--- src/rtl/smx_pkg.sv ---
// Shared types and constants for the stack machine executor.
package smx_pkg;

    localparam int WORD_W        = 32;
    localparam int OPC_W         = 8;
    localparam int IMM_W         = 24;
    localparam int OPC_LSB       = 24;
    localparam int KIND_W        = 3;
    localparam int DEPTH_FIELD_W = 5;
    localparam int OUT_DATA_W    = 40;   // value + depth, padded to whole bytes

    typedef logic [WORD_W-1:0] word_t;
    typedef logic [OPC_W-1:0]  opcode_t;

    localparam opcode_t OP_HALT  = 8'd0;
    localparam opcode_t OP_PUSH  = 8'd1;
    localparam opcode_t OP_ADD   = 8'd2;
    localparam opcode_t OP_SUB   = 8'd3;
    localparam opcode_t OP_MUL   = 8'd4;
    localparam opcode_t OP_WRINT = 8'd8;
    localparam opcode_t OP_WRCHR = 8'd10;

    typedef enum logic [KIND_W-1:0] {
        KIND_NONE  = 3'd0,
        KIND_INT   = 3'd1,
        KIND_CHR   = 3'd2,
        KIND_HALT  = 3'd3,
        KIND_OVER  = 3'd4,
        KIND_UNDER = 3'd5
    } kind_t;

    // What a stack cell loads this cycle.
    typedef enum logic [1:0] {
        CELL_HOLD,
        CELL_FROM_ABOVE,   // neighbor nearer the top (push / load at cell 0)
        CELL_FROM_BELOW    // neighbor deeper in the stack (pop)
    } cell_op_t;

    typedef struct packed {
        cell_op_t top_op;    // cell 0
        cell_op_t rest_op;   // all deeper cells
    } stack_ctl_t;

    typedef enum logic [1:0] {
        ALU_ADD,
        ALU_SUB,
        ALU_MUL
    } alu_op_t;

endpackage

--- src/rtl/smx_cell.sv ---
// One stack entry: holds a word and takes its neighbor's word on a shift.
module smx_cell
    import smx_pkg::*;
(
    input  logic     clk,
    input  cell_op_t op,
    input  word_t    above,
    input  word_t    below,
    output word_t    q
);

    word_t data_reg;
    word_t data_next;

    always_comb
    begin
        unique case (op)
            CELL_FROM_ABOVE: data_next = above;
            CELL_FROM_BELOW: data_next = below;
            CELL_HOLD:       data_next = data_reg;
            default:         data_next = data_reg;
        endcase
    end

    always_ff @(posedge clk)
    begin
        data_reg <= data_next;
    end

    assign q = data_reg;

endmodule

--- src/rtl/smx_alu.sv ---
// Arithmetic on the two top stack entries; wraps modulo 2^32.
module smx_alu
    import smx_pkg::*;
(
    input  alu_op_t op,
    input  word_t   second,
    input  word_t   top,
    output word_t   result
);

    word_t product;

    // low word of the product only
    assign product = second * top;

    always_comb
    begin
        unique case (op)
            ALU_ADD: result = second + top;
            ALU_SUB: result = second - top;
            ALU_MUL: result = product;
            default: result = product;
        endcase
    end

endmodule

--- src/rtl/stack_machine_executor.sv ---
// Stack machine executor: a shifting row of stack cells, one instruction per beat.
// A result beat is registered in the output register, or in the skid stage while that is held.
// Throughput: one instruction per cycle while s_tready is high; the top two cells feed
//   the ALU; its result lands in cell 0 in the same cycle, so dependents go back to back.
// s_tready falls only when two result beats are waiting (output register plus skid).
// Reset clears depth, last written value, stop flag and handshake; stack cells keep garbage.
module stack_machine_executor
    import smx_pkg::*;
#(
    parameter int STACK_DEPTH = 16
)
(
    input  logic                  clk,
    input  logic                  rst_n,
    input  logic                  s_tvalid,
    output logic                  s_tready,
    input  logic [WORD_W-1:0]     s_tdata,   // [31:0] instruction
    output logic                  m_tvalid,
    input  logic                  m_tready,
    output logic [OUT_DATA_W-1:0] m_tdata,   // [31:0] value, [36:32] depth, rest zero
    output logic [KIND_W-1:0]     m_tuser    // [2:0] kind
);

    localparam int DEPTH_W = $clog2(STACK_DEPTH + 1);

    // ---------------------------------------------------------------
    // Architectural state
    // ---------------------------------------------------------------
    logic [DEPTH_W-1:0] depth_reg, depth_next;
    word_t              last_wr_reg, last_wr_next;
    logic               stopped_reg, stopped_next;

    word_t cell_q [STACK_DEPTH];

    // ---------------------------------------------------------------
    // Decode / execute
    // ---------------------------------------------------------------
    logic       in_acc;
    opcode_t    opc;
    word_t      imm;
    alu_op_t    alu_op;
    word_t      alu_result;
    word_t      load_data;
    logic       load_push;
    stack_ctl_t ctl, ctl_gated;
    kind_t      res_kind;
    word_t      res_value;

    logic [DEPTH_W+DEPTH_FIELD_W-1:0] depth_ext;
    logic [DEPTH_FIELD_W-1:0]         res_depth;

    assign in_acc = s_tvalid && s_tready;
    assign opc    = s_tdata[OPC_LSB +: OPC_W];
    assign imm    = {{(WORD_W-IMM_W){1'b0}}, s_tdata[IMM_W-1:0]};

    always_comb
    begin
        priority if (opc == OP_ADD)
            alu_op = ALU_ADD;
        else if (opc == OP_SUB)
            alu_op = ALU_SUB;
        else
            alu_op = ALU_MUL;
    end

    smx_alu u_alu (
        .op     (alu_op),
        .second (cell_q[1]),
        .top    (cell_q[0]),
        .result (alu_result)
    );

    always_comb
    begin
        depth_next   = depth_reg;
        last_wr_next = last_wr_reg;
        stopped_next = stopped_reg;
        res_kind     = KIND_NONE;
        res_value    = '0;
        load_push    = 1'b0;
        ctl.top_op   = CELL_HOLD;
        ctl.rest_op  = CELL_HOLD;

        // a stopped block ignores every instruction
        if (!stopped_reg)
        begin
            unique case (opc)
                OP_HALT:
                begin
                    stopped_next = 1'b1;
                    res_kind     = KIND_HALT;
                    res_value    = last_wr_reg;
                end
                OP_PUSH:
                begin
                    if (depth_reg >= DEPTH_W'(STACK_DEPTH))
                    begin
                        stopped_next = 1'b1;
                        res_kind     = KIND_OVER;
                    end
                    else
                    begin
                        load_push   = 1'b1;
                        ctl.top_op  = CELL_FROM_ABOVE;
                        ctl.rest_op = CELL_FROM_ABOVE;
                        depth_next  = depth_reg + DEPTH_W'(1);
                    end
                end
                OP_ADD, OP_SUB, OP_MUL:
                begin
                    if (depth_reg < DEPTH_W'(2))
                    begin
                        stopped_next = 1'b1;
                        res_kind     = KIND_UNDER;
                    end
                    else
                    begin
                        // result replaces second; deeper entries move up one
                        ctl.top_op  = CELL_FROM_ABOVE;
                        ctl.rest_op = CELL_FROM_BELOW;
                        depth_next  = depth_reg - DEPTH_W'(1);
                    end
                end
                OP_WRINT, OP_WRCHR:
                begin
                    if (depth_reg == '0)
                    begin
                        stopped_next = 1'b1;
                        res_kind     = KIND_UNDER;
                    end
                    else
                    begin
                        ctl.top_op  = CELL_FROM_BELOW;
                        ctl.rest_op = CELL_FROM_BELOW;
                        depth_next  = depth_reg - DEPTH_W'(1);
                        res_value   = cell_q[0];
                        if (opc == OP_WRINT)
                        begin
                            res_kind     = KIND_INT;
                            last_wr_next = cell_q[0];
                        end
                        else
                        begin
                            res_kind = KIND_CHR;
                        end
                    end
                end
                default:
                begin
                    // divide, modulo, read and unknown opcodes: no-op
                end
            endcase
        end
    end

    assign load_data = load_push ? imm : alu_result;

    always_comb
    begin
        ctl_gated = ctl;
        if (!in_acc)
        begin
            ctl_gated.top_op  = CELL_HOLD;
            ctl_gated.rest_op = CELL_HOLD;
        end
    end

    assign depth_ext = {{DEPTH_FIELD_W{1'b0}}, depth_next};
    assign res_depth = depth_ext[DEPTH_FIELD_W-1:0];

    // ---------------------------------------------------------------
    // Stack: chain of cells, cell 0 is the top
    // ---------------------------------------------------------------
    for (genvar i = 0; i < STACK_DEPTH; i++)
    begin : g_cell
        word_t    above_w;
        word_t    below_w;
        cell_op_t op_w;

        if (i == 0)
        begin : g_top
            assign above_w = load_data;
            assign op_w    = ctl_gated.top_op;
        end
        else
        begin : g_mid
            assign above_w = cell_q[i-1];
            assign op_w    = ctl_gated.rest_op;
        end

        if (i == STACK_DEPTH - 1)
        begin : g_bottom
            assign below_w = '0;
        end
        else
        begin : g_inner
            assign below_w = cell_q[i+1];
        end

        smx_cell u_cell (
            .clk   (clk),
            .op    (op_w),
            .above (above_w),
            .below (below_w),
            .q     (cell_q[i])
        );
    end

    always_ff @(posedge clk or negedge rst_n)
    begin
        if (!rst_n)
        begin
            depth_reg   <= '0;
            last_wr_reg <= '0;
            stopped_reg <= 1'b0;
        end
        else if (in_acc)
        begin
            depth_reg   <= depth_next;
            last_wr_reg <= last_wr_next;
            stopped_reg <= stopped_next;
        end
    end

    // ---------------------------------------------------------------
    // Result beats: output register plus skid stage
    // ---------------------------------------------------------------
    typedef struct packed {
        kind_t                    kind;
        word_t                    value;
        logic [DEPTH_FIELD_W-1:0] depth;
    } result_t;

    result_t res_new;
    result_t out_reg, skid_reg;
    logic    out_vld_reg, skid_vld_reg;
    logic    out_pop;

    assign res_new.kind  = res_kind;
    assign res_new.value = res_value;
    assign res_new.depth = res_depth;

    assign out_pop  = m_tvalid && m_tready;
    assign s_tready = !skid_vld_reg;

    always_ff @(posedge clk or negedge rst_n)
    begin
        if (!rst_n)
        begin
            out_vld_reg  <= 1'b0;
            skid_vld_reg <= 1'b0;
        end
        else if (in_acc)
        begin
            // skid is empty whenever a beat is accepted
            if (!out_vld_reg || out_pop)
            begin
                out_vld_reg <= 1'b1;
            end
            else
            begin
                skid_vld_reg <= 1'b1;
            end
        end
        else if (out_pop)
        begin
            if (skid_vld_reg)
            begin
                skid_vld_reg <= 1'b0;
            end
            else
            begin
                out_vld_reg <= 1'b0;
            end
        end
    end

    always_ff @(posedge clk)
    begin
        if (in_acc)
        begin
            if (!out_vld_reg || out_pop)
            begin
                out_reg <= res_new;
            end
            else
            begin
                skid_reg <= res_new;
            end
        end
        else if (out_pop && skid_vld_reg)
        begin
            out_reg <= skid_reg;
        end
    end

    assign m_tvalid = out_vld_reg;
    assign m_tuser  = out_reg.kind;
    assign m_tdata  = {{(OUT_DATA_W-WORD_W-DEPTH_FIELD_W){1'b0}}, out_reg.depth, out_reg.value};

    // ---------------------------------------------------------------
    // Assertions
    // ---------------------------------------------------------------
    a_depth_bound: assert property (@(posedge clk) disable iff (!rst_n)
        depth_reg <= DEPTH_W'(STACK_DEPTH))
        else $error("stack depth beyond capacity");

    a_skid_behind_out: assert property (@(posedge clk) disable iff (!rst_n)
        skid_vld_reg |-> out_vld_reg)
        else $error("skid holds a beat while output register is empty");

    a_stop_sticky: assert property (@(posedge clk) disable iff (!rst_n)
        stopped_reg |=> stopped_reg)
        else $error("stop flag cleared without reset");

    a_stopped_no_change: assert property (@(posedge clk) disable iff (!rst_n)
        (stopped_reg && in_acc) |=> ($stable(depth_reg) && $stable(last_wr_reg)))
        else $error("stopped block changed its state");

    a_int_remembered: assert property (@(posedge clk) disable iff (!rst_n)
        (in_acc && res_kind == KIND_INT) |=> last_wr_reg == $past(res_value))
        else $error("written integer not remembered");

    a_error_stops: assert property (@(posedge clk) disable iff (!rst_n)
        (in_acc && (res_kind == KIND_OVER || res_kind == KIND_UNDER
                    || res_kind == KIND_HALT)) |=> stopped_reg)
        else $error("halt or stack error did not stop the block");

endmodule
--- config.mk ---
export PLATFORM = sky130hd
export DESIGN_NAME = stack_machine_executor
export DESIGN_NICKNAME = d
export VERILOG_FILES = /design/src/rtl/smx_pkg.sv /design/src/rtl/smx_cell.sv /design/src/rtl/smx_alu.sv /design/src/rtl/stack_machine_executor.sv
export SDC_FILE = /design/constraint.sdc
export NUM_CORES = 2
export LEC_CHECK = 0
export BUFFER_PORTS_ARGS = -buffer_cell sky130_fd_sc_hd__buf_4
export CORE_MARGIN = 3
export CORE_UTILIZATION = 26
export DETAILED_ROUTE_END_ITERATION = 7
export PLACE_DENSITY_LB_ADDON = 0.08
export SLEW_MARGIN = 30
export SYNTH_ARGS = -nofsm -noshare
export SYNTH_HDL_FRONTEND = slang
export SYNTH_HIERARCHICAL = 1
export SYNTH_SLANG_ARGS = --single-unit
--- constraint.sdc ---
create_clock -name clk -period 10 [get_ports clk]
set_input_delay 1 -clock clk [delete_from_list [all_inputs] [get_ports clk]]
set_output_delay 1 -clock clk [all_outputs]
set_load 0.01 [all_outputs]
### Word level (Yosys, flattened, before mapping)

Cells that the tools add are included.

| word-level totals | value |
|---|---|
| register bits | 632 |
| latch bits | 0 |
| memory bits (writable) | 0 |
| bits in read-only memories | 0 |
| input port bits | 36 |
| output and inout bits | 45 |
| word-level logic and storage cells | 129 |
| memories | 0 |

| cells by class | value |
|---|---|
| $add $sub $neg | 4 |
| multipliers | 1 |
| divide/modulo/power cells | 0 |
| magnitude comparators | 2 |
| eq/ne operators | 14 |
| shifts and indexed selects | 0 |
| mux-type cells | 58 |
| bitwise gates (word level) | 3 |
| reduce and logical (&&, ||, !) cells | 20 |

Operators by type and width:

| cell | count |
|---|---|
| $pmux 32 s2 | 18 |
| $mux 40 | 3 |
| $mux 32 | 3 |
| $add 32x32->32 | 1 |
| $mul 32x32->32 | 1 |
| $sub 32x32->32 | 1 |
| $mux 5 | 4 |
| $mux 3 | 6 |
| $eq 8x2->1 const B | 2 |
| $eq 8x4->1 const B | 2 |
| $pmux 5 s3 | 1 |
| $mux 1 | 14 |
| $mux 4 | 3 |
| $pmux 3 s4 | 1 |
| $pmux 4 s3 | 1 |
| $eq 8x1->1 const B | 1 |
| $eq 8x3->1 const B | 1 |
| $logic_not 8->1 | 1 |
| $reduce_bool 2->1 | 4 |
| $eq 2x1->1 const B | 3 |
| $mux 2 | 3 |
| $reduce_and 2->1 | 3 |
| $add 5x1->5 const B | 1 |
| $ge 5x5->1 const B | 1 |
| other kinds (16) | 23 |

### Longest topological paths before layout

| logic depth | value |
|---|---|
| depth after elaboration | 7 |
| mapped depth | 29 |
| mapped depth without buffers | 27 |

### Cells and area by module

Netlist, hierarchy kept.

Modules (own cells, without submodules):

| module | times used | cells each | area an instance (um2) | sequential area each (um2) |
|---|---|---|---|---|
| smx_cell | 16 | 71 | 1525.2 | 960.9 |
| smx_alu | 1 | 2101 | 18176.2 | 0.0 |
| stack_machine_executor | 1 | 487 | 5869.4 | 3403.3 |

### Worst setup path after synthesis

OpenSTA, ideal clock, no wires.

| timing | value |
|---|---|
| path type | reg-to-reg |
| start | register g_cell[0].u_cell.data_reg[6] |
| end | register g_cell[0].u_cell.data_reg[21], data pin |
| library setup time | 260 ps |
| arrival | 7124 ps |
| required time | 9740 ps |
| setup slack | 2616 ps |
| cell stages (with the launch flop) | 26 |
| path buffers | 2 |
| clock period less this slack | 7384 ps |
| cells stage by stage | edfxtp_1 clkbuf_1 clkbuf_1 and2_1 fa_1 fa_1 inv_1 fa_1 fa_1 inv_1 ha_1 ha_1 fa_1 fa_1 ha_1 a21o_1 a21o_1 a221o_1 a21oi_1 o21ai_0 a2111oi_0 nor3_1 xor2_1 a21o_1 mux2_1 mux2_4 |

| between the ends | value |
|---|---|
| cells in the longest elaborated chain, start to end | 4 |
| elaborated cells between the ends (all ways) | 6 |
| classes of those cells | add/sub: 2; mul: 1; mux: 3 |

RTL lines:

| element | RTL line | RTL |
|---|---|---|
| start: declaration | smx_cell.sv:12 | `word_t data_reg;` |
| start signal: assignment | smx_cell.sv:27 | `data_reg <= data_next;` |
| $mul 32x32->32, or another cell as far along | smx_alu.sv:14 | `assign product = second * top;` |
| $pmux 32 s2 (*) | smx_alu.sv:18 | `unique case (op)` |
| named net alu_result[21] | stack_machine_executor.sv:42 | `word_t alu_result;` |
| $mux 32 (*) | stack_machine_executor.sv:156 | `assign load_data = load_push ? imm : alu_result;` |
| named net g_cell[0].above_w[21] | stack_machine_executor.sv:176 | `word_t above_w;` |
| $pmux 32 s2 (*) | smx_cell.sv:17 | `unique case (op)` |
| named net g_cell[0].u_cell.data_next[21] | smx_cell.sv:13 | `word_t data_next;` |

Mark *: on every way through the listed nets, which the timed path passes. The rest lies on a longest branch.
A chain may end at the register's enable or synchronous reset.

### Final worst setup path

| timing | value |
|---|---|
| start | register g_cell[0].u_cell.data_reg[6] |
| end | register g_cell[0].u_cell.data_reg[31], data pin |

The elaborated chain is that of the path after synthesis.

==> out/results.ini <==
[die]
dieArea_um2 = 192000
area_inside_the_core_boundary_um2 = 184000
floorplan.die.height_um = 438
fp-row-count = 157
die_width_um = 438
starting_density_of_the_core_pct = 26.3
boundaryPins = 81

[finish]
final_layout_size_suffix_gt1_share_pct = 23.4
fin_nets = 4438
syn_to_layout_area_delta_pct = 12.0
largest_register_ff_count = 512
layout.cell_area.non_filler_um2 = 54300

[global_routing]
maximum_number_of_pins_on_one_net_before_global_route_repair = 81
grt_overflow = 0
grtUsageTotal_pct = 15.7
antenna_found_initial = 11
grt_pass1_wl_um = 222000
vias_in_the_first_global_route = 31400

[sta]
rsz0062_at_grt = false
max_slew.worst_pin.slew_ns = 1.04
timing.final.max_slew_violations = 0
finalSetupViolCount = 0
slew-limit-headroom_pct = 30.8
achievable-frequency_mhz = 120
clock_skew_ns = 0.0431
timing.hold.ws_ns = 0.346
hold_vio_cnt_final = 0
setup_tns_ns = 0
period_share_pct = 83.4
post-route-min-period_ns = 8.34

[clocking]
clk-insertion-delay-late_ns = 0.69
cts-hold-fix-buffers = 0
root_buffer = sky130_fd_sc_hd__clkbuf_16
post_cts_buffers = 0
clkTransAtPathRegs_ns = 0.06
clock_tree.buffer_depth = 3
cts_max_level = 3
cts_buffers = 81
clock_tree_from_tritoncts = yes
ctsResizeCount = 0
cts.sink_count = 632

[power_and_ir_drop]
clkPwrFrac_pct = 42.7
total_power_mw = 7.13
internal-power_mw = 5.29
switching_share_pct = 25.8
power.static_leakage_nw = 21.7
worst_ir_drop_vdd_v = 0.000119
p_per_area_nw_per_um2 = 131
p_seq_share_pct = 42.7
relative_contribution_of_combinational_cells_to_total_power_pct = 14.6
power.switching_mw = 1.84

[flow_run]
cap_viol_max_count = 0

[synth]
synth_common_cells = sky130_fd_sc_hd__edfxtp_1 (592), sky130_fd_sc_hd__mux2_4 (480), sky130_fd_sc_hd__inv_1 (434)
post-synth-top-count-cell = sky130_fd_sc_hd__edfxtp_1
synth-seq-area-share_pct = 38.8
synth_top_flop_cell = sky130_fd_sc_hd__edfxtp_1
seq_cells_post_synth = 632
postSynth.asyncResetShare_pct = 6.33
syn_area_um2 = 48400
syn_avg_cell_area_um2 = 13.0
synthDistinctLibCells = 85
synth_largest_type_area_fraction_pct = 36.7
synth_top_cell_by_area = sky130_fd_sc_hd__edfxtp_1
postSynthCellCount = 3724
synth-warning-count = 6
synth_edf_count = 592
synth_top_cells_by_area = sky130_fd_sc_hd__edfxtp_1 (37%), sky130_fd_sc_hd__fa_1 (17%), sky130_fd_sc_hd__mux2_4 (15%), sky130_fd_sc_hd__ha_1 (4.5%), sky130_fd_sc_hd__and2_1 (4.0%)

[detailed_routing]
vias = 28200
detail_route.drc_violations = 0
first_iter_violations = 1648
detail_route.vias_per_cell = 4.44
antenna_nets_post_route = 0
routedWlPerCell_um = 23.6
drt-total-wl_um = 150000
drt_pass1_iterations = 5

[run_status]
outcome = complete, no violations

[critical_path]
cp.arrival_ns = 8.79
critical_path.startpoint_type = register
timing.reg2reg.setup_slack_ns = 1.66
regToRegEndpoint = g_cell[0].u_cell/q[31]
r2r-start = g_cell[0].u_cell/q[6]
worstSetupEndpointType = register
crit_fanout = 16
critPathKind = reg2reg
reg2regPathDepth = 25
cp.required_ns = 10.45

[worst_hold_path]
min-delay-path-class = in2async

[place]
gpl.final_weighted_congestion = 0.807
io_buffers = 77
detailed_place_hpwl_um = 107000
dpl_cell_area_um2 = 51500

## how the worst max path moves through the flow
stage | startpoint | endpoint | cells after the start
4_1_cts | g_cell[0].u_cell/q[6] | g_cell[0].u_cell/q[31] | 25
3_3_place_gp | g_cell[0].u_cell/q[9] | g_cell[0].u_cell/q[31] | 24
3_5_place_dp | g_cell[0].u_cell/q[6] | g_cell[0].u_cell/q[31] | 25
5_1_grt | g_cell[0].u_cell/q[6] | g_cell[0].u_cell/q[31] | 25
2_1_floorplan | g_cell[0].u_cell/q[6] | g_cell[0].u_cell/q[21] | 25
6_report | g_cell[0].u_cell/q[6] | g_cell[0].u_cell/q[31] | 25
## layout by cell type (no fill, tap or decap), drive strengths merged, types with 33 or more instances in the layout
cell type	instances
buf	190
and2	307
mux2	570
o21ai	72
a21oi	72
xnor2	91
edfxtp	592
nor2	83
dfrtp	40
nand2	310
inv	437
clkinv	33
fa	409
xor2	46
ha	174
o31ai	48
conb	35
clkbuf	104
## cell type report
| class | count | area [um2] |
|---|---|---|
| well taps | 2464 | 3080 |
| inverters | 434 | 1640 |
| flip-flops and latches | 632 | 18800 |
| diodes | 13 | 32.5 |
| fillers | 18800 | 130000 |
| multi-input cells | 2480 | 26500 |
| repair buffers | 190 | 1510 |
| clock buffers | 104 | 2170 |
| clock inverters | 46 | 539 |
## power by group through the flow
stage / Sequential (mW) / Clock (mW) / Combinational [mW]
detailed placement: 3.11 / 0 / 1.06
CTS: 3.05 / 3.17 / 1.06
finish: 3.05 / 3.04 / 1.04
floorplan: 3.14 / 0 / 0.659
global route: 3.06 / 3.25 / 1.16
global placement: 3.11 / 0 / 1.04
## through the flow
stage                     cells  util [%]  setup WS, ns
final                      6363      29.5          1.66
after global routing       6356      29.5          1.15
after CTS                  6350      29.5          1.61
after detailed placement   6200      28.0          1.61
after global placement     6190      27.9          1.49
after floorplan            3758         -          2.62
## metal layers
metal	routed length [um]	track usage [%]	vias to the layer above	part of all wire, %
met3	4470	1.81	132	3.0
met2	67500	24.5	454	45
li1	-	-	12800	-
met1	74700	22.8	14900	50
met5	0	0	-	0
met4	3460	4.26	0	2.3
## critical path, stage by stage, from the launching register on
cell and delay (ns):
sky130_fd_sc_hd__edfxtp_1 0.84, sky130_fd_sc_hd__buf_4 0.37, sky130_fd_sc_hd__and2_1 0.18, sky130_fd_sc_hd__fa_1 0.44
sky130_fd_sc_hd__fa_1 0.50, sky130_fd_sc_hd__fa_1 0.51, sky130_fd_sc_hd__inv_1 0.05, sky130_fd_sc_hd__fa_1 0.48
sky130_fd_sc_hd__inv_1 0.05, sky130_fd_sc_hd__fa_1 0.50, sky130_fd_sc_hd__inv_1 0.05, sky130_fd_sc_hd__fa_1 0.52
sky130_fd_sc_hd__inv_1 0.05, sky130_fd_sc_hd__fa_1 0.49, sky130_fd_sc_hd__fa_1 0.42, sky130_fd_sc_hd__ha_1 0.41
sky130_fd_sc_hd__nand3_1 0.13, sky130_fd_sc_hd__nor2_1 0.31, sky130_fd_sc_hd__nand4_1 0.29, sky130_fd_sc_hd__a311oi_1 0.31
sky130_fd_sc_hd__nor2_1 0.11, sky130_fd_sc_hd__o21ai_0 0.30, sky130_fd_sc_hd__xnor2_1 0.13, sky130_fd_sc_hd__a32o_1 0.20
sky130_fd_sc_hd__nor2b_1 0.12, sky130_fd_sc_hd__mux2_2 0.28
## cell families (layout without fill, tap and decap cells)
group | Yosys count | after routing | synth area share [%]
xor+xnor | 137 | 137 | 2.49
buf+inv | 646 | 774 | 7.02
fa+ha+maj | 583 | 583 | 21.4
mux | 574 | 574 | 17.0
compound gates | 329 | 329 | 4.46
flops | 632 | 632 | 38.8
simple gates | 822 | 822 | 8.82
other cells | 1 | 48 | 0.00774
No activity file was read; power rests on OpenSTA's default activity.
